## src/hw/rtl/framed_video_stream_deframer_top_defines.svh

```systemverilog
// Assertion macros for the framed video stream deframer.
// Used by the top level; expects clk and arst_n in scope.
`ifndef FRAMED_VIDEO_STREAM_DEFRAMER_TOP_DEFINES_SVH
`define FRAMED_VIDEO_STREAM_DEFRAMER_TOP_DEFINES_SVH

`ifndef SYNTH
// checked only while out of reset
`define DFR_ASSERT(lbl, prop, msg) \
	lbl: assert property (@(posedge clk) disable iff (!arst_n) prop) else $error(msg);
// checked on every edge, reset included
`define DFR_ASSERT_ALWAYS(lbl, prop, msg) \
	lbl: assert property (@(posedge clk) prop) else $error(msg);
`else
`define DFR_ASSERT(lbl, prop, msg)
`define DFR_ASSERT_ALWAYS(lbl, prop, msg)
`endif

`endif

```

## src/hw/rtl/dfr_pkg.sv

```systemverilog
// Shared types, codes and constants of the framed video stream deframer.
// No dependencies.
`timescale 1ns / 1ps

package dfr_pkg;

	localparam int LENGTH_BITS   = 25;
	localparam int MAX_DIMENSION = 8192;
	localparam int MIN_DIMENSION = 16;
	localparam int DIM_W         = $clog2(MAX_DIMENSION + 1);
	localparam int PROD_W        = 2 * DIM_W;

	localparam logic [31:0] STREAM_MAGIC = 32'h3248_4243;
	localparam logic [31:0] DIM_LO       = 32'(MIN_DIMENSION);
	localparam logic [31:0] DIM_HI       = 32'(MAX_DIMENSION);
	localparam logic [31:0] LEN_CAP      = 32'((64'd1 << LENGTH_BITS) - 64'd1);

	localparam logic [3:0] HDR_LAST_IDX = 4'd15;
	localparam logic [3:0] HDR_TAIL_IDX = 4'd12;

	localparam logic [31:0] MAX_FRAME_RST  = 32'd3110400;
	localparam logic [24:0] MAX_PACKET_RST = 25'd16777216;

	// configuration register indexes
	localparam logic [1:0] CFG_MAX_FRAME  = 2'd0;
	localparam logic [1:0] CFG_MAX_PACKET = 2'd1;

	// event codes
	localparam logic [1:0] EV_READY = 2'd0;
	localparam logic [1:0] EV_BYTE  = 2'd1;
	localparam logic [1:0] EV_ERROR = 2'd2;

	// error codes
	localparam logic [2:0] ERR_NONE      = 3'd0;
	localparam logic [2:0] ERR_MAGIC     = 3'd1;
	localparam logic [2:0] ERR_DIMENSION = 3'd2;
	localparam logic [2:0] ERR_FRAME_CAP = 3'd3;
	localparam logic [2:0] ERR_LENGTH    = 3'd4;

	typedef enum logic [1:0] {
		PH_STREAM  = 2'd0,
		PH_PACKET  = 2'd1,
		PH_PAYLOAD = 2'd2,
		PH_HALT    = 2'd3
	} phase_t;

	typedef struct packed {
		logic [31:0] max_frame_bytes;
		logic [24:0] max_packet_bytes;
	} cfg_t;

	typedef struct packed {
		logic [1:0]       event_res;
		logic [7:0]       payload_byte;
		logic             last_in_packet;
		logic             key_frame;
		logic [63:0]      timestamp_us;
		logic [DIM_W-1:0] frame_width;
		logic [DIM_W-1:0] frame_height;
		logic [31:0]      frame_rate;
		logic [2:0]       error_code;
	} res_t;

	function automatic logic dim_ok(input logic [31:0] v);
		return (v >= DIM_LO) && (v <= DIM_HI);
	endfunction

endpackage

```

## src/hw/rtl/dfr_cfg_regs.sv

```systemverilog
// Configuration registers of the deframer: frame byte cap and packet length cap.
// Depends on dfr_pkg.
`timescale 1ns / 1ps

module dfr_cfg_regs (
	input  logic          clk,
	input  logic          arst_n,
	input  logic          cfg_wr_en,
	input  logic [1:0]    cfg_index,
	input  logic [31:0]   cfg_data,
	output dfr_pkg::cfg_t cfg
);

	logic [31:0] max_frame_q;
	logic [24:0] max_packet_q;

	always_ff @(posedge clk or negedge arst_n) begin
		if (!arst_n) begin
			max_frame_q  <= dfr_pkg::MAX_FRAME_RST;
			max_packet_q <= dfr_pkg::MAX_PACKET_RST;
		end else if (cfg_wr_en) begin
			unique case (cfg_index)
				dfr_pkg::CFG_MAX_FRAME: begin
					max_frame_q <= cfg_data;
				end
				dfr_pkg::CFG_MAX_PACKET: begin
					max_packet_q <= cfg_data[24:0];
				end
				default: begin
					// unknown index: drop the write
				end
			endcase
		end
	end

	assign cfg.max_frame_bytes  = max_frame_q;
	assign cfg.max_packet_bytes = max_packet_q;

endmodule

```

## src/hw/rtl/dfr_parser.sv

```systemverilog
// Stream parser of the deframer: header assembly, checks and payload tagging.
// Depends on dfr_pkg. State advances once per step_en.
`timescale 1ns / 1ps

module dfr_parser (
	input  logic           clk,
	input  logic           arst_n,
	input  logic           step_en,
	input  logic [7:0]     data_byte,
	input  logic           new_connection,
	input  dfr_pkg::cfg_t  cfg,
	output logic           res_valid,
	output dfr_pkg::res_t  res
);

	localparam int DW = dfr_pkg::DIM_W;
	localparam int PW = dfr_pkg::PROD_W;

	dfr_pkg::phase_t phase_q, phase_d, phase_c;

	logic [3:0]                     cnt_q, cnt_d, cnt_c;
	logic [2:0][31:0]               hdr_words_q;
	logic [23:0]                    tail_q;
	logic [dfr_pkg::LENGTH_BITS-1:0] left_q, left_d, left_c;
	logic                           key_q, key_d, key_c;
	logic [63:0]                    time_q, time_d, time_c;
	logic [DW-1:0]                  width_q, width_d, width_c;
	logic [DW-1:0]                  height_q, height_d, height_c;
	logic [31:0]                    rate_q, rate_d, rate_c;
	logic [PW-1:0]                  prod_q;
	logic [PW+1:0]                  prod_x3;
	logic [31:0]                    frame_bytes;
	logic [31:0]                    len_cap;
	logic                           hdr_phase;
	logic                           last;

	// w*h over the stored words; settles long before the closing header byte
	always_ff @(posedge clk) begin
		prod_q <= hdr_words_q[1][DW-1:0] * hdr_words_q[2][DW-1:0];
	end

	assign prod_x3     = {2'b00, prod_q} + {1'b0, prod_q, 1'b0};
	assign frame_bytes = 32'(prod_x3[PW+1:1]);
	assign len_cap     = ({7'd0, cfg.max_packet_bytes} < dfr_pkg::LEN_CAP) ?
	                     {7'd0, cfg.max_packet_bytes} : dfr_pkg::LEN_CAP;

	always_comb begin
		phase_c  = new_connection ? dfr_pkg::PH_STREAM : phase_q;
		cnt_c    = new_connection ? 4'd0 : cnt_q;
		left_c   = new_connection ? '0 : left_q;
		key_c    = new_connection ? 1'b0 : key_q;
		time_c   = new_connection ? 64'd0 : time_q;
		width_c  = new_connection ? '0 : width_q;
		height_c = new_connection ? '0 : height_q;
		rate_c   = new_connection ? 32'd0 : rate_q;

		hdr_phase = (phase_c == dfr_pkg::PH_STREAM) || (phase_c == dfr_pkg::PH_PACKET);
		last      = (left_c <= dfr_pkg::LENGTH_BITS'(1));

		phase_d  = phase_c;
		cnt_d    = cnt_c;
		left_d   = left_c;
		key_d    = key_c;
		time_d   = time_c;
		width_d  = width_c;
		height_d = height_c;
		rate_d   = rate_c;

		res_valid          = 1'b0;
		res.event_res      = dfr_pkg::EV_BYTE;
		res.payload_byte   = 8'd0;
		res.last_in_packet = 1'b0;
		res.key_frame      = 1'b0;
		res.timestamp_us   = 64'd0;
		res.frame_width    = width_c;
		res.frame_height   = height_c;
		res.frame_rate     = rate_c;
		res.error_code     = dfr_pkg::ERR_NONE;

		unique case (phase_c)
			dfr_pkg::PH_HALT: begin
				// ignore bytes until the next connection
			end
			dfr_pkg::PH_PAYLOAD: begin
				res_valid          = 1'b1;
				res.payload_byte   = data_byte;
				res.last_in_packet = last;
				res.key_frame      = key_c;
				res.timestamp_us   = time_c;
				if (last) begin
					left_d  = '0;
					phase_d = dfr_pkg::PH_PACKET;
				end else begin
					left_d = left_c - dfr_pkg::LENGTH_BITS'(1);
				end
			end
			dfr_pkg::PH_STREAM, dfr_pkg::PH_PACKET: begin
				if (cnt_c != dfr_pkg::HDR_LAST_IDX) begin
					cnt_d = cnt_c + 4'd1;
				end else begin
					cnt_d = 4'd0;
					if (phase_c == dfr_pkg::PH_STREAM) begin
						res_valid = 1'b1;
						priority if (hdr_words_q[0] != dfr_pkg::STREAM_MAGIC) begin
							res.event_res  = dfr_pkg::EV_ERROR;
							res.error_code = dfr_pkg::ERR_MAGIC;
							phase_d        = dfr_pkg::PH_HALT;
						end else if (!dfr_pkg::dim_ok(hdr_words_q[1]) ||
						             !dfr_pkg::dim_ok(hdr_words_q[2])) begin
							res.event_res  = dfr_pkg::EV_ERROR;
							res.error_code = dfr_pkg::ERR_DIMENSION;
							phase_d        = dfr_pkg::PH_HALT;
						end else if (frame_bytes > cfg.max_frame_bytes) begin
							res.event_res  = dfr_pkg::EV_ERROR;
							res.error_code = dfr_pkg::ERR_FRAME_CAP;
							phase_d        = dfr_pkg::PH_HALT;
						end else begin
							width_d          = hdr_words_q[1][DW-1:0];
							height_d         = hdr_words_q[2][DW-1:0];
							rate_d           = {data_byte, tail_q};
							res.event_res    = dfr_pkg::EV_READY;
							res.frame_width  = hdr_words_q[1][DW-1:0];
							res.frame_height = hdr_words_q[2][DW-1:0];
							res.frame_rate   = {data_byte, tail_q};
							phase_d          = dfr_pkg::PH_PACKET;
						end
					end else begin
						if ((hdr_words_q[0] == 32'd0) || (hdr_words_q[0] > len_cap)) begin
							res_valid      = 1'b1;
							res.event_res  = dfr_pkg::EV_ERROR;
							res.error_code = dfr_pkg::ERR_LENGTH;
							phase_d        = dfr_pkg::PH_HALT;
						end else begin
							left_d  = hdr_words_q[0][dfr_pkg::LENGTH_BITS-1:0];
							key_d   = hdr_words_q[1][0];
							time_d  = {data_byte, tail_q, hdr_words_q[2]};
							phase_d = dfr_pkg::PH_PAYLOAD;
						end
					end
				end
			end
		endcase
	end

	// header byte lanes; every lane is rewritten before it is read
	always_ff @(posedge clk) begin
		if (step_en && hdr_phase) begin
			if (cnt_c < dfr_pkg::HDR_TAIL_IDX) begin
				hdr_words_q[cnt_c[3:2]][{cnt_c[1:0], 3'b000} +: 8] <= data_byte;
			end else if (cnt_c != dfr_pkg::HDR_LAST_IDX) begin
				tail_q[{cnt_c[1:0], 3'b000} +: 8] <= data_byte;
			end
		end
	end

	always_ff @(posedge clk or negedge arst_n) begin
		if (!arst_n) begin
			phase_q  <= dfr_pkg::PH_STREAM;
			cnt_q    <= 4'd0;
			left_q   <= '0;
			key_q    <= 1'b0;
			time_q   <= 64'd0;
			width_q  <= '0;
			height_q <= '0;
			rate_q   <= 32'd0;
		end else if (step_en) begin
			phase_q  <= phase_d;
			cnt_q    <= cnt_d;
			left_q   <= left_d;
			key_q    <= key_d;
			time_q   <= time_d;
			width_q  <= width_d;
			height_q <= height_d;
			rate_q   <= rate_d;
		end
	end

endmodule

```

## src/hw/rtl/framed_video_stream_deframer_top.sv

```systemverilog
// Block usage:
// Takes a connection byte stream on the byte channel (data_byte, new_connection,
// byte_valid/byte_stall) and delivers events on the event channel
// (evt_valid/evt_stall): stream ready after a good 16-byte stream header,
// one event per payload byte, or an error that halts parsing.
// Raising new_connection with a byte restarts parsing at that byte.
// A byte is registered in the input register, parsed from there, and its event is
// registered in the event register, from which the receiver takes it.
// Throughput: one byte per cycle while the receiver does not stall, set by the single
// parse step between the input register and the event register.
// Header bytes other than the last stream header byte, halted bytes and accepted packet headers give no event.
// When the receiver stalls, the event register holds; one more byte is taken
// into the input register, then byte_stall rises until the event is taken.
// Reset clears the parser to the stream header and the caps to their
// defaults (3110400 frame bytes, 16777216 packet bytes).
// Configuration writes via cfg_wr_en/cfg_index/cfg_data, only while idle.
// Depends on dfr_pkg, dfr_cfg_regs, dfr_parser and the assertion header.
`timescale 1ns / 1ps
`include "framed_video_stream_deframer_top_defines.svh"

module framed_video_stream_deframer_top (
	input  logic                        clk,
	input  logic                        arst_n,
	input  logic                        cfg_wr_en,
	input  logic [1:0]                  cfg_index,
	input  logic [31:0]                 cfg_data,
	input  logic                        byte_valid,
	output logic                        byte_stall,
	input  logic [7:0]                  data_byte,
	input  logic                        new_connection,
	output logic                        evt_valid,
	input  logic                        evt_stall,
	output logic [1:0]                  event_res,
	output logic [7:0]                  payload_byte,
	output logic                        last_in_packet,
	output logic                        key_frame,
	output logic signed [63:0]          timestamp_us,
	output logic [dfr_pkg::DIM_W-1:0]   frame_width,
	output logic [dfr_pkg::DIM_W-1:0]   frame_height,
	output logic [31:0]                 frame_rate,
	output logic [2:0]                  error_code
);

	dfr_pkg::cfg_t cfg;
	dfr_pkg::res_t res;
	dfr_pkg::res_t res_s2;

	logic       valid_s1;
	logic [7:0] byte_s1;
	logic       newconn_s1;
	logic       valid_s2;
	logic       advance;
	logic       step_en;
	logic       res_valid;

	assign advance    = !valid_s2 || !evt_stall;
	assign step_en    = valid_s1 && advance;
	assign byte_stall = valid_s1 && !advance;

	always_ff @(posedge clk or negedge arst_n) begin
		if (!arst_n) begin
			valid_s1 <= 1'b0;
		end else if (byte_valid && !byte_stall) begin
			valid_s1 <= 1'b1;
		end else if (step_en) begin
			valid_s1 <= 1'b0;
		end
	end

	always_ff @(posedge clk) begin
		if (byte_valid && !byte_stall) begin
			byte_s1    <= data_byte;
			newconn_s1 <= new_connection;
		end
	end

	dfr_cfg_regs u_cfg (
		.clk       (clk),
		.arst_n    (arst_n),
		.cfg_wr_en (cfg_wr_en),
		.cfg_index (cfg_index),
		.cfg_data  (cfg_data),
		.cfg       (cfg)
	);

	dfr_parser u_parser (
		.clk            (clk),
		.arst_n         (arst_n),
		.step_en        (step_en),
		.data_byte      (byte_s1),
		.new_connection (newconn_s1),
		.cfg            (cfg),
		.res_valid      (res_valid),
		.res            (res)
	);

	always_ff @(posedge clk or negedge arst_n) begin
		if (!arst_n) begin
			valid_s2 <= 1'b0;
		end else if (advance) begin
			valid_s2 <= step_en && res_valid;
		end
	end

	always_ff @(posedge clk) begin
		if (advance) begin
			res_s2 <= res;
		end
	end

	assign evt_valid      = valid_s2;
	assign event_res      = res_s2.event_res;
	assign payload_byte   = res_s2.payload_byte;
	assign last_in_packet = res_s2.last_in_packet;
	assign key_frame      = res_s2.key_frame;
	assign timestamp_us   = res_s2.timestamp_us;
	assign frame_width    = res_s2.frame_width;
	assign frame_height   = res_s2.frame_height;
	assign frame_rate     = res_s2.frame_rate;
	assign error_code     = res_s2.error_code;

	`DFR_ASSERT(a_stall_only_when_held, byte_stall |-> valid_s1, "byte stall without a held byte")
	`DFR_ASSERT(a_error_has_code, (evt_valid && (event_res == dfr_pkg::EV_ERROR)) |-> (error_code != dfr_pkg::ERR_NONE), "error event without a code")
	`DFR_ASSERT(a_ready_dims, (evt_valid && (event_res == dfr_pkg::EV_READY)) |-> ((frame_width >= dfr_pkg::DIM_W'(dfr_pkg::MIN_DIMENSION)) && (frame_height >= dfr_pkg::DIM_W'(dfr_pkg::MIN_DIMENSION))), "ready with dimensions out of range")
	`DFR_ASSERT_ALWAYS(a_reset_quiet, !arst_n |=> !evt_valid, "event right after reset")

endmodule
```

## config.mk

```make
export PLATFORM = sky130hd
export DESIGN_NAME = framed_video_stream_deframer_top
export DESIGN_NICKNAME = d
export VERILOG_FILES = /design/src/hw/rtl/dfr_pkg.sv /design/src/hw/rtl/dfr_cfg_regs.sv /design/src/hw/rtl/dfr_parser.sv /design/src/hw/rtl/framed_video_stream_deframer_top.sv
export VERILOG_INCLUDE_DIRS = /design/src /design/src/hw/rtl
export SDC_FILE = /design/constraint.sdc
export NUM_CORES = 1
export LEC_CHECK = 0
export BUFFER_PORTS_ARGS = -buffer_cell sky130_fd_sc_hd__buf_4
export CAP_MARGIN = 5
export CORE_UTILIZATION = 50
export CTS_CLUSTER_DIAMETER = 40
export DETAILED_ROUTE_END_ITERATION = 10
export GPL_ROUTABILITY_DRIVEN = 0
export PLACE_DENSITY_LB_ADDON = 0.15
export SLEW_MARGIN = 15
export SYNTH_ARGS = -nofsm -noshare
export SYNTH_HDL_FRONTEND = slang
export SYNTH_SLANG_ARGS = --single-unit
```

## constraint.sdc

```tcl
create_clock -name clk -period 15.87 [get_ports clk]
set_input_delay 0.7935 -clock clk [delete_from_list [all_inputs] [get_ports clk]]
set_output_delay 0.7935 -clock clk [all_outputs]
set_load 0.02 [all_outputs]
```

==> results of run 1 <==
## where the power goes
group / internal [W] / switching [W] / total [W]
Sequential: 0.00146 / 0.0000523 / 0.00151
Combinational: 0.000387 / 0.000529 / 0.000916
Clock: 0.00126 / 0.000691 / 0.00195
## flip-flops by register name, indices dropped and copies added (netlist names), 3 cells and up
| name | cells |
|---|---|
| payload_byte | 8 |
| error_code | 3 |
| u_parser.width_q | 14 |
| u_parser.tail_q | 24 |
| u_parser.time_q | 64 |
| byte_s1 | 8 |
| u_cfg.max_packet_q | 25 |
| u_parser.prod_q | 28 |
| frame_rate | 32 |
| u_parser.cnt_q | 4 |
| u_parser.left_q | 25 |
| u_parser.rate_q | 32 |
| u_parser.height_q | 14 |
| u_parser.hdr_words_q | 96 |
| u_cfg.max_frame_q | 32 |
| timestamp_us | 64 |
| frame_height | 14 |
| frame_width | 14 |
## final timing paths
check                                              start                     to  slack, ns  depth (start not counted)
worst max-delay path            u_parser.hdr_words_q[41]    u_parser.prod_q[25]       9.30                         21
worst min-delay path                              arst_n    u_parser.time_q[24]       0.12                          1
worst max register to register  u_parser.hdr_words_q[41]    u_parser.prod_q[25]       9.30                         21
worst min register to register       u_parser.time_q[49]    u_parser.time_q[49]       0.49                          1
max in group asynchronous                         arst_n  u_cfg.max_packet_q[0]      14.26                          2
min in group clk                            data_byte[2]             byte_s1[2]       0.36                          1
## layout make-up
| class | count | area (µm²) | share of cell area |
|---|---|---|---|
| clock inverters | 58 | 1030 | 0.0303 |
| repair buffers | 207 | 1570 | 0.0462 |
| well taps | 756 | 946 | 0.0278 |
| clock buffers | 84 | 1980 | 0.0583 |
| multi-input cells | 1728 | 13500 | 0.399 |
| flip-flops and latches | 511 | 14000 | 0.412 |
| inverters | 239 | 900 | 0.0265 |
## cells in the mapped netlist (all sizes together), types with 4 or more instances
cell,count
edfxtp,268
nor4,26
o31ai,9
or3,8
nor3b,10
and3,81
and2,127
nor2,97
inv,239
buf,16
o21bai,8
xnor2,38
fa,142
dfrtp,204
dfstp,11
mux2,31
a22o,126
o211ai,7
mux2i,16
nor3,27
a21boi,4
nand4,17
dfxtp,28
o21a,20
or2,4
nand2,317
nand2b,15
clkbuf,118
nor2b,25
a21oi,84
nand3,34
ha,182
a31oi,7
a31o,4
xor2,12
o2bb2ai,6
a211oi,5
o21ai,148
a21o,37
o22ai,7
## layer usage
layer  GRT usage  part of all wire  routed length (µm)  up-vias
li1            -                 -                   -     9385
met1       0.379              0.43               33500    10500
met2       0.408              0.45               35200      947
met3      0.0562             0.084                6510      157
met4      0.0964             0.032                2520        0
met5           0                 0                   0        -
## critical path: cells and delay by family (launching register included)
family          cells  cell delay (ns)
flops               1             0.84
compound gates      6             1.20
buf+inv             5             0.26
fa+ha+maj           7             3.51
simple gates        3             0.69
## cells by family after synthesis
family,Yosys count,share of synthesized area
buf+inv,373,0.0488
compound gates,508,0.120
flops,511,0.485
fa+ha+maj,324,0.177
simple gates,799,0.137
mux,47,0.0176
xor+xnor,50,0.0152
## through the flow
stage / area (µm²) / setup WS, ns / power (W) / hold slack (ns) / cells
after CTS: 34000 / 9.30 / 0.00439 / 0.143 / 3582
after detailed placement: 30900 / 9.35 / 0.00244 / 0.477 / 3440
after global placement: 30900 / 9.45 / 0.00240 / 0.476 / 3440
after floorplan: 28900 / 9.87 / 0.00219 / 0.456 / 2612
after global routing: 34000 / 8.88 / 0.00457 / 0.163 / 3583
final: 34000 / 9.30 / 0.00438 / 0.123 / 3583
==> impl_metrics.toml, run 1 <==
[yosys]
syn_avg_cell_area_um2 = 11.1
yosysSeqAreaShare = 0.485
synth_cells = 2612
synth_area_leaders = "edfxtp_1 (28%), dfrtp_1 (18%), fa_1 (9.8%)"
ys.flop_type = "edfxtp_1"
async_flop_share = 0.421
synth_fp_nets = 2984
syn-cell-area_um2 = 28900
synth_top_area_share = 0.279
ys_ff_latch = 511
synth_edf_count = 268
synth_top_area_cell = "edfxtp_1"
synth_cell_types = 74
ys_warn_count = 0

[clock_network]
ctsResizeCount = 0
cts_tree = "built"
postCtsSetupBuffers = 0
clk_path_buf_depth = 3
cts_buffers = 76
clkLatencyLatePin_ns = 0.64
cts_root_buf = "clkbuf_16"
clk_pin_slew_ns = 0.06
clock_sinks = 511
ctsHoldBuffers = 0
cts-htree-levels = 3

[global_route]
grt_max_degree = 94
grt_pass1_vias = 21100
grt-ovfl-total = 0
grt_antenna_before_repair = 0
grt_pass1_wl_mm = 122
grt_use_total = 0.268

[timing]
drv_slew = 0
setup_viol = 0
period_needed_ns = 6.57
timing.fmax_ghz = 0.152
rsz0062_at_grt = "no"
slew_headroom = 0.237
timing.final.crit_share = 0.414
worstMarginPinSlew_ns = 1.15
setup_tns_ns = 0
hold_viol = 0
fin_skew_ns = 0.0490

[cells_and_area]
final_cell_mix = "nand2_1 (316), edfxtp_1 (268), inv_1 (236)"
layout.nets = 3135
mostFrequentLayoutCell = "nand2_1"
fin_util = 0.599
n_antenna_cell = 0
area_growth_pct = 17.6
drive_above_1_share = 0.145
fillers = 4556

[critical_path]
cp.required_ns = 16.43
cpMaxStageDelayCell = "edfxtp_1"
arrival_ns = 7.13
cpPeakStageDelay_ns = 0.84
cp_max_fo = 17
cp-end-kind = "flip-flop"
cpMostUsedCell = "fa_1"
cp-start-kind = "flip-flop"
path_cells = "nand2_1, fa_1, inv_1, fa_1, fa_1, inv_1, fa_1, inv_1, fa_1, inv_1, fa_1, inv_1, ha_1, a21o_1, a21o_1, a21oi_1, o21ai_0, a21oi_1, o21ai_0, or4_1, nand3_1"
crit_type = "reg2reg"

[die]
die_x_um = 242
start_util = 0.509
ioPinCount = 189
std_cell_rows = 87
dieArea_um2 = 58800
core_area_um2 = 56700
die_h_um = 242

[routing]
vias_per_cell = 5.86
first_pass_iters = 7
route.vias.total = 21000
routed_wirelength_mm = 77.7
antenna_left = 0
drcViolationCount = 0
wl_per_cell_um = 21.7
drt_iter0_markers = 1838

[placement]
dpl.hpwl_mm = 53.1
io_buffers = 188

[pwr]
p_leak_nw = 15.9
power.density_nw_per_um2 = 129
peakVddDrop_uv = 103

[status]
outcome = "finished, final reports clean"

[flow_run]
maxCapViolCount = 0

[min_path]
hp-class = "in2async"
No activity file was read; power rests on OpenSTA's default activity.
==> run 2, diff against run 1 <==
- clock period: 15.87 -> 6.7 ns (I/O delays scaled with it)
==> impl_metrics.toml, run 2 (same netlist as run 1, synthesis figures left out) <==
[cells_and_area]
area_growth_pct = 18.6
final_cell_mix = "nand2_1 (316), edfxtp_1 (268), inv_1 (236)"
drive_above_1_share = 0.151
fillers = 4582
largest_reg_flops = 96
n_antenna_cell = 0
mostFrequentLayoutCell = "nand2_1"
layout.nets = 3208
finish.instance_area_um2 = 34300

[routing]
routed_wirelength_mm = 79.0
wl_per_cell_um = 21.6
antenna_left = 0
first_pass_iters = 5
drcViolationCount = 0
route.vias.total = 21300
drt_iter0_markers = 2209
vias_per_cell = 5.82

[critical_path]
crit_type = "reg2reg"
arrival_ns = 6.76
cp_max_fo = 11
cpMaxStageDelayCell = "fa_1"
path_cells = "buf_4, and2_1, fa_1, inv_1, fa_1, inv_1, ha_1, ha_1, fa_1, inv_1, fa_1, inv_1, ha_1, or3_1, o311a_1, a41o_1, a21oi_2, o21ai_0, or4_1, nand3_1"
cp-end-kind = "flip-flop"
cp.required_ns = 7.25
cpPeakStageDelay_ns = 0.55
cp-start-kind = "flip-flop"

[global_route]
use_met1 = 0.390
grt-ovfl-total = 0
grt_pass1_wl_mm = 124
grt_pass1_vias = 21400
grt_antenna_before_repair = 1
busiest_layer = "met2"
grt_max_degree = 104
grt_use_met2 = 0.414
grt_use_total = 0.271
use_met3 = 0.0497

[pwr]
power.density_nw_per_um2 = 286
p_leak_nw = 16.0
peakVddDrop_uv = 213

[placement]
pre_cts_ws_ns = 0.389
io_buffers = 188
dpl.hpwl_mm = 54.9
placed_area_um2 = 31100

[timing]
hold_viol = 0
setup_viol = 0
whs_ns = 0.0725
setup_slack_ns = 0.494
fin_skew_ns = 0.0278
period_needed_ns = 6.21
slew_headroom = 0.262
timing.final.crit_share = 0.926
timing.fmax_ghz = 0.161
rsz0062_at_grt = "no"
setup_tns_ns = 0
worstMarginPinSlew_ns = 1.11
drv_slew = 0

[clock_network]
clkLatencyLatePin_ns = 0.62
clk_pin_slew_ns = 0.05
clock_sinks = 511
cts-htree-levels = 3
clk_path_buf_depth = 3
cts_root_buf = "clkbuf_16"
cts_tree = "built"
cts_buffers = 77

[die]
core_area_um2 = 56700
dieArea_um2 = 58800
std_cell_rows = 87
die_h_um = 242
start_util = 0.509
die_x_um = 242
ioPinCount = 189

[flow_run]
maxCapViolCount = 0

[min_path]
hp-class = "in2reg"

[status]
outcome = "finished, final reports clean"
run 2: cell count changes in the layout (fill, tap and decap cells not counted), sizes merged:
cell         change
buf             +29
inv              +2
clkinv           +8
dlygate4sd3     +43
bufinv          -15
clkinvlp         +3
clkbuf           +4
run 2: what timing repair did:
action	CTS	global route
setup buffers	0	5
hold buffers	43	0
endpoints found under the hold margin	145	0
endpoints found under the setup margin	0	1
resized for setup	0	1
run 2: metrics by stage:
step | total power, W | util | instances
floorplan | 0.00519 | - | 2612
global placement | 0.00570 | 0.549 | 3464
detailed placement | 0.00577 | 0.549 | 3464
CTS | 0.00986 | 0.603 | 3651
global route | 0.0103 | 0.604 | 3657
finish | 0.00982 | 0.604 | 3657
run 2: area by class of cell:
type / count / area, µm² / area share
Clock inverter: 56 / 618 / 0.0180
Clock buffer: 88 / 2020 / 0.0591
Timing Repair Buffer: 279 / 2240 / 0.0654
Multi-Input combinational cell: 1728 / 13500 / 0.395
Tap cell: 756 / 946 / 0.0276
Sequential cell: 511 / 14000 / 0.409
Inverter: 239 / 900 / 0.0262
run 2: worst paths after layout:
check | start | to | slack (ns) | cells after the start
max in group asynchronous | arst_n | u_cfg.max_frame_q[26] | 4.91 | 3
worst min-delay path | evt_stall | evt_valid | 0.07 | 3
min in group asynchronous | arst_n | u_parser.time_q[21] | 0.31 | 2
worst max-delay path | u_parser.hdr_words_q[36] | u_parser.prod_q[25] | 0.49 | 20
worst min register to register | u_parser.time_q[50] | u_parser.time_q[50] | 0.49 | 1
worst max register to register | u_parser.hdr_words_q[36] | u_parser.prod_q[25] | 0.49 | 20
run 2: layer usage:
layer,wire [µm],vias up
met1,34700,10600
li1,-,9563
met5,10,-
met4,2520,2
met2,35800,910
met3,5980,166
run 2: where the power goes:
| group | internal (W) | total [W] | switching (W) | leakage [nW] |
|---|---|---|---|---|
| Combinational | 0.000929 | 0.00219 | 0.00126 | 8.70 |
| Sequential | 0.00346 | 0.00358 | 0.000121 | 6.03 |
| Clock | 0.00244 | 0.00405 | 0.00161 | 1.28 |
run 2: worst max-delay path, delay by kind of cell (launching register included):
kind	cells	cell delay, ns
buffers and inverters	5	0.44
and+or+nand+nor	4	1.06
DFF	1	0.52
adders and majority gates	7	2.96
AOI/OAI and AO/OA	4	1.15
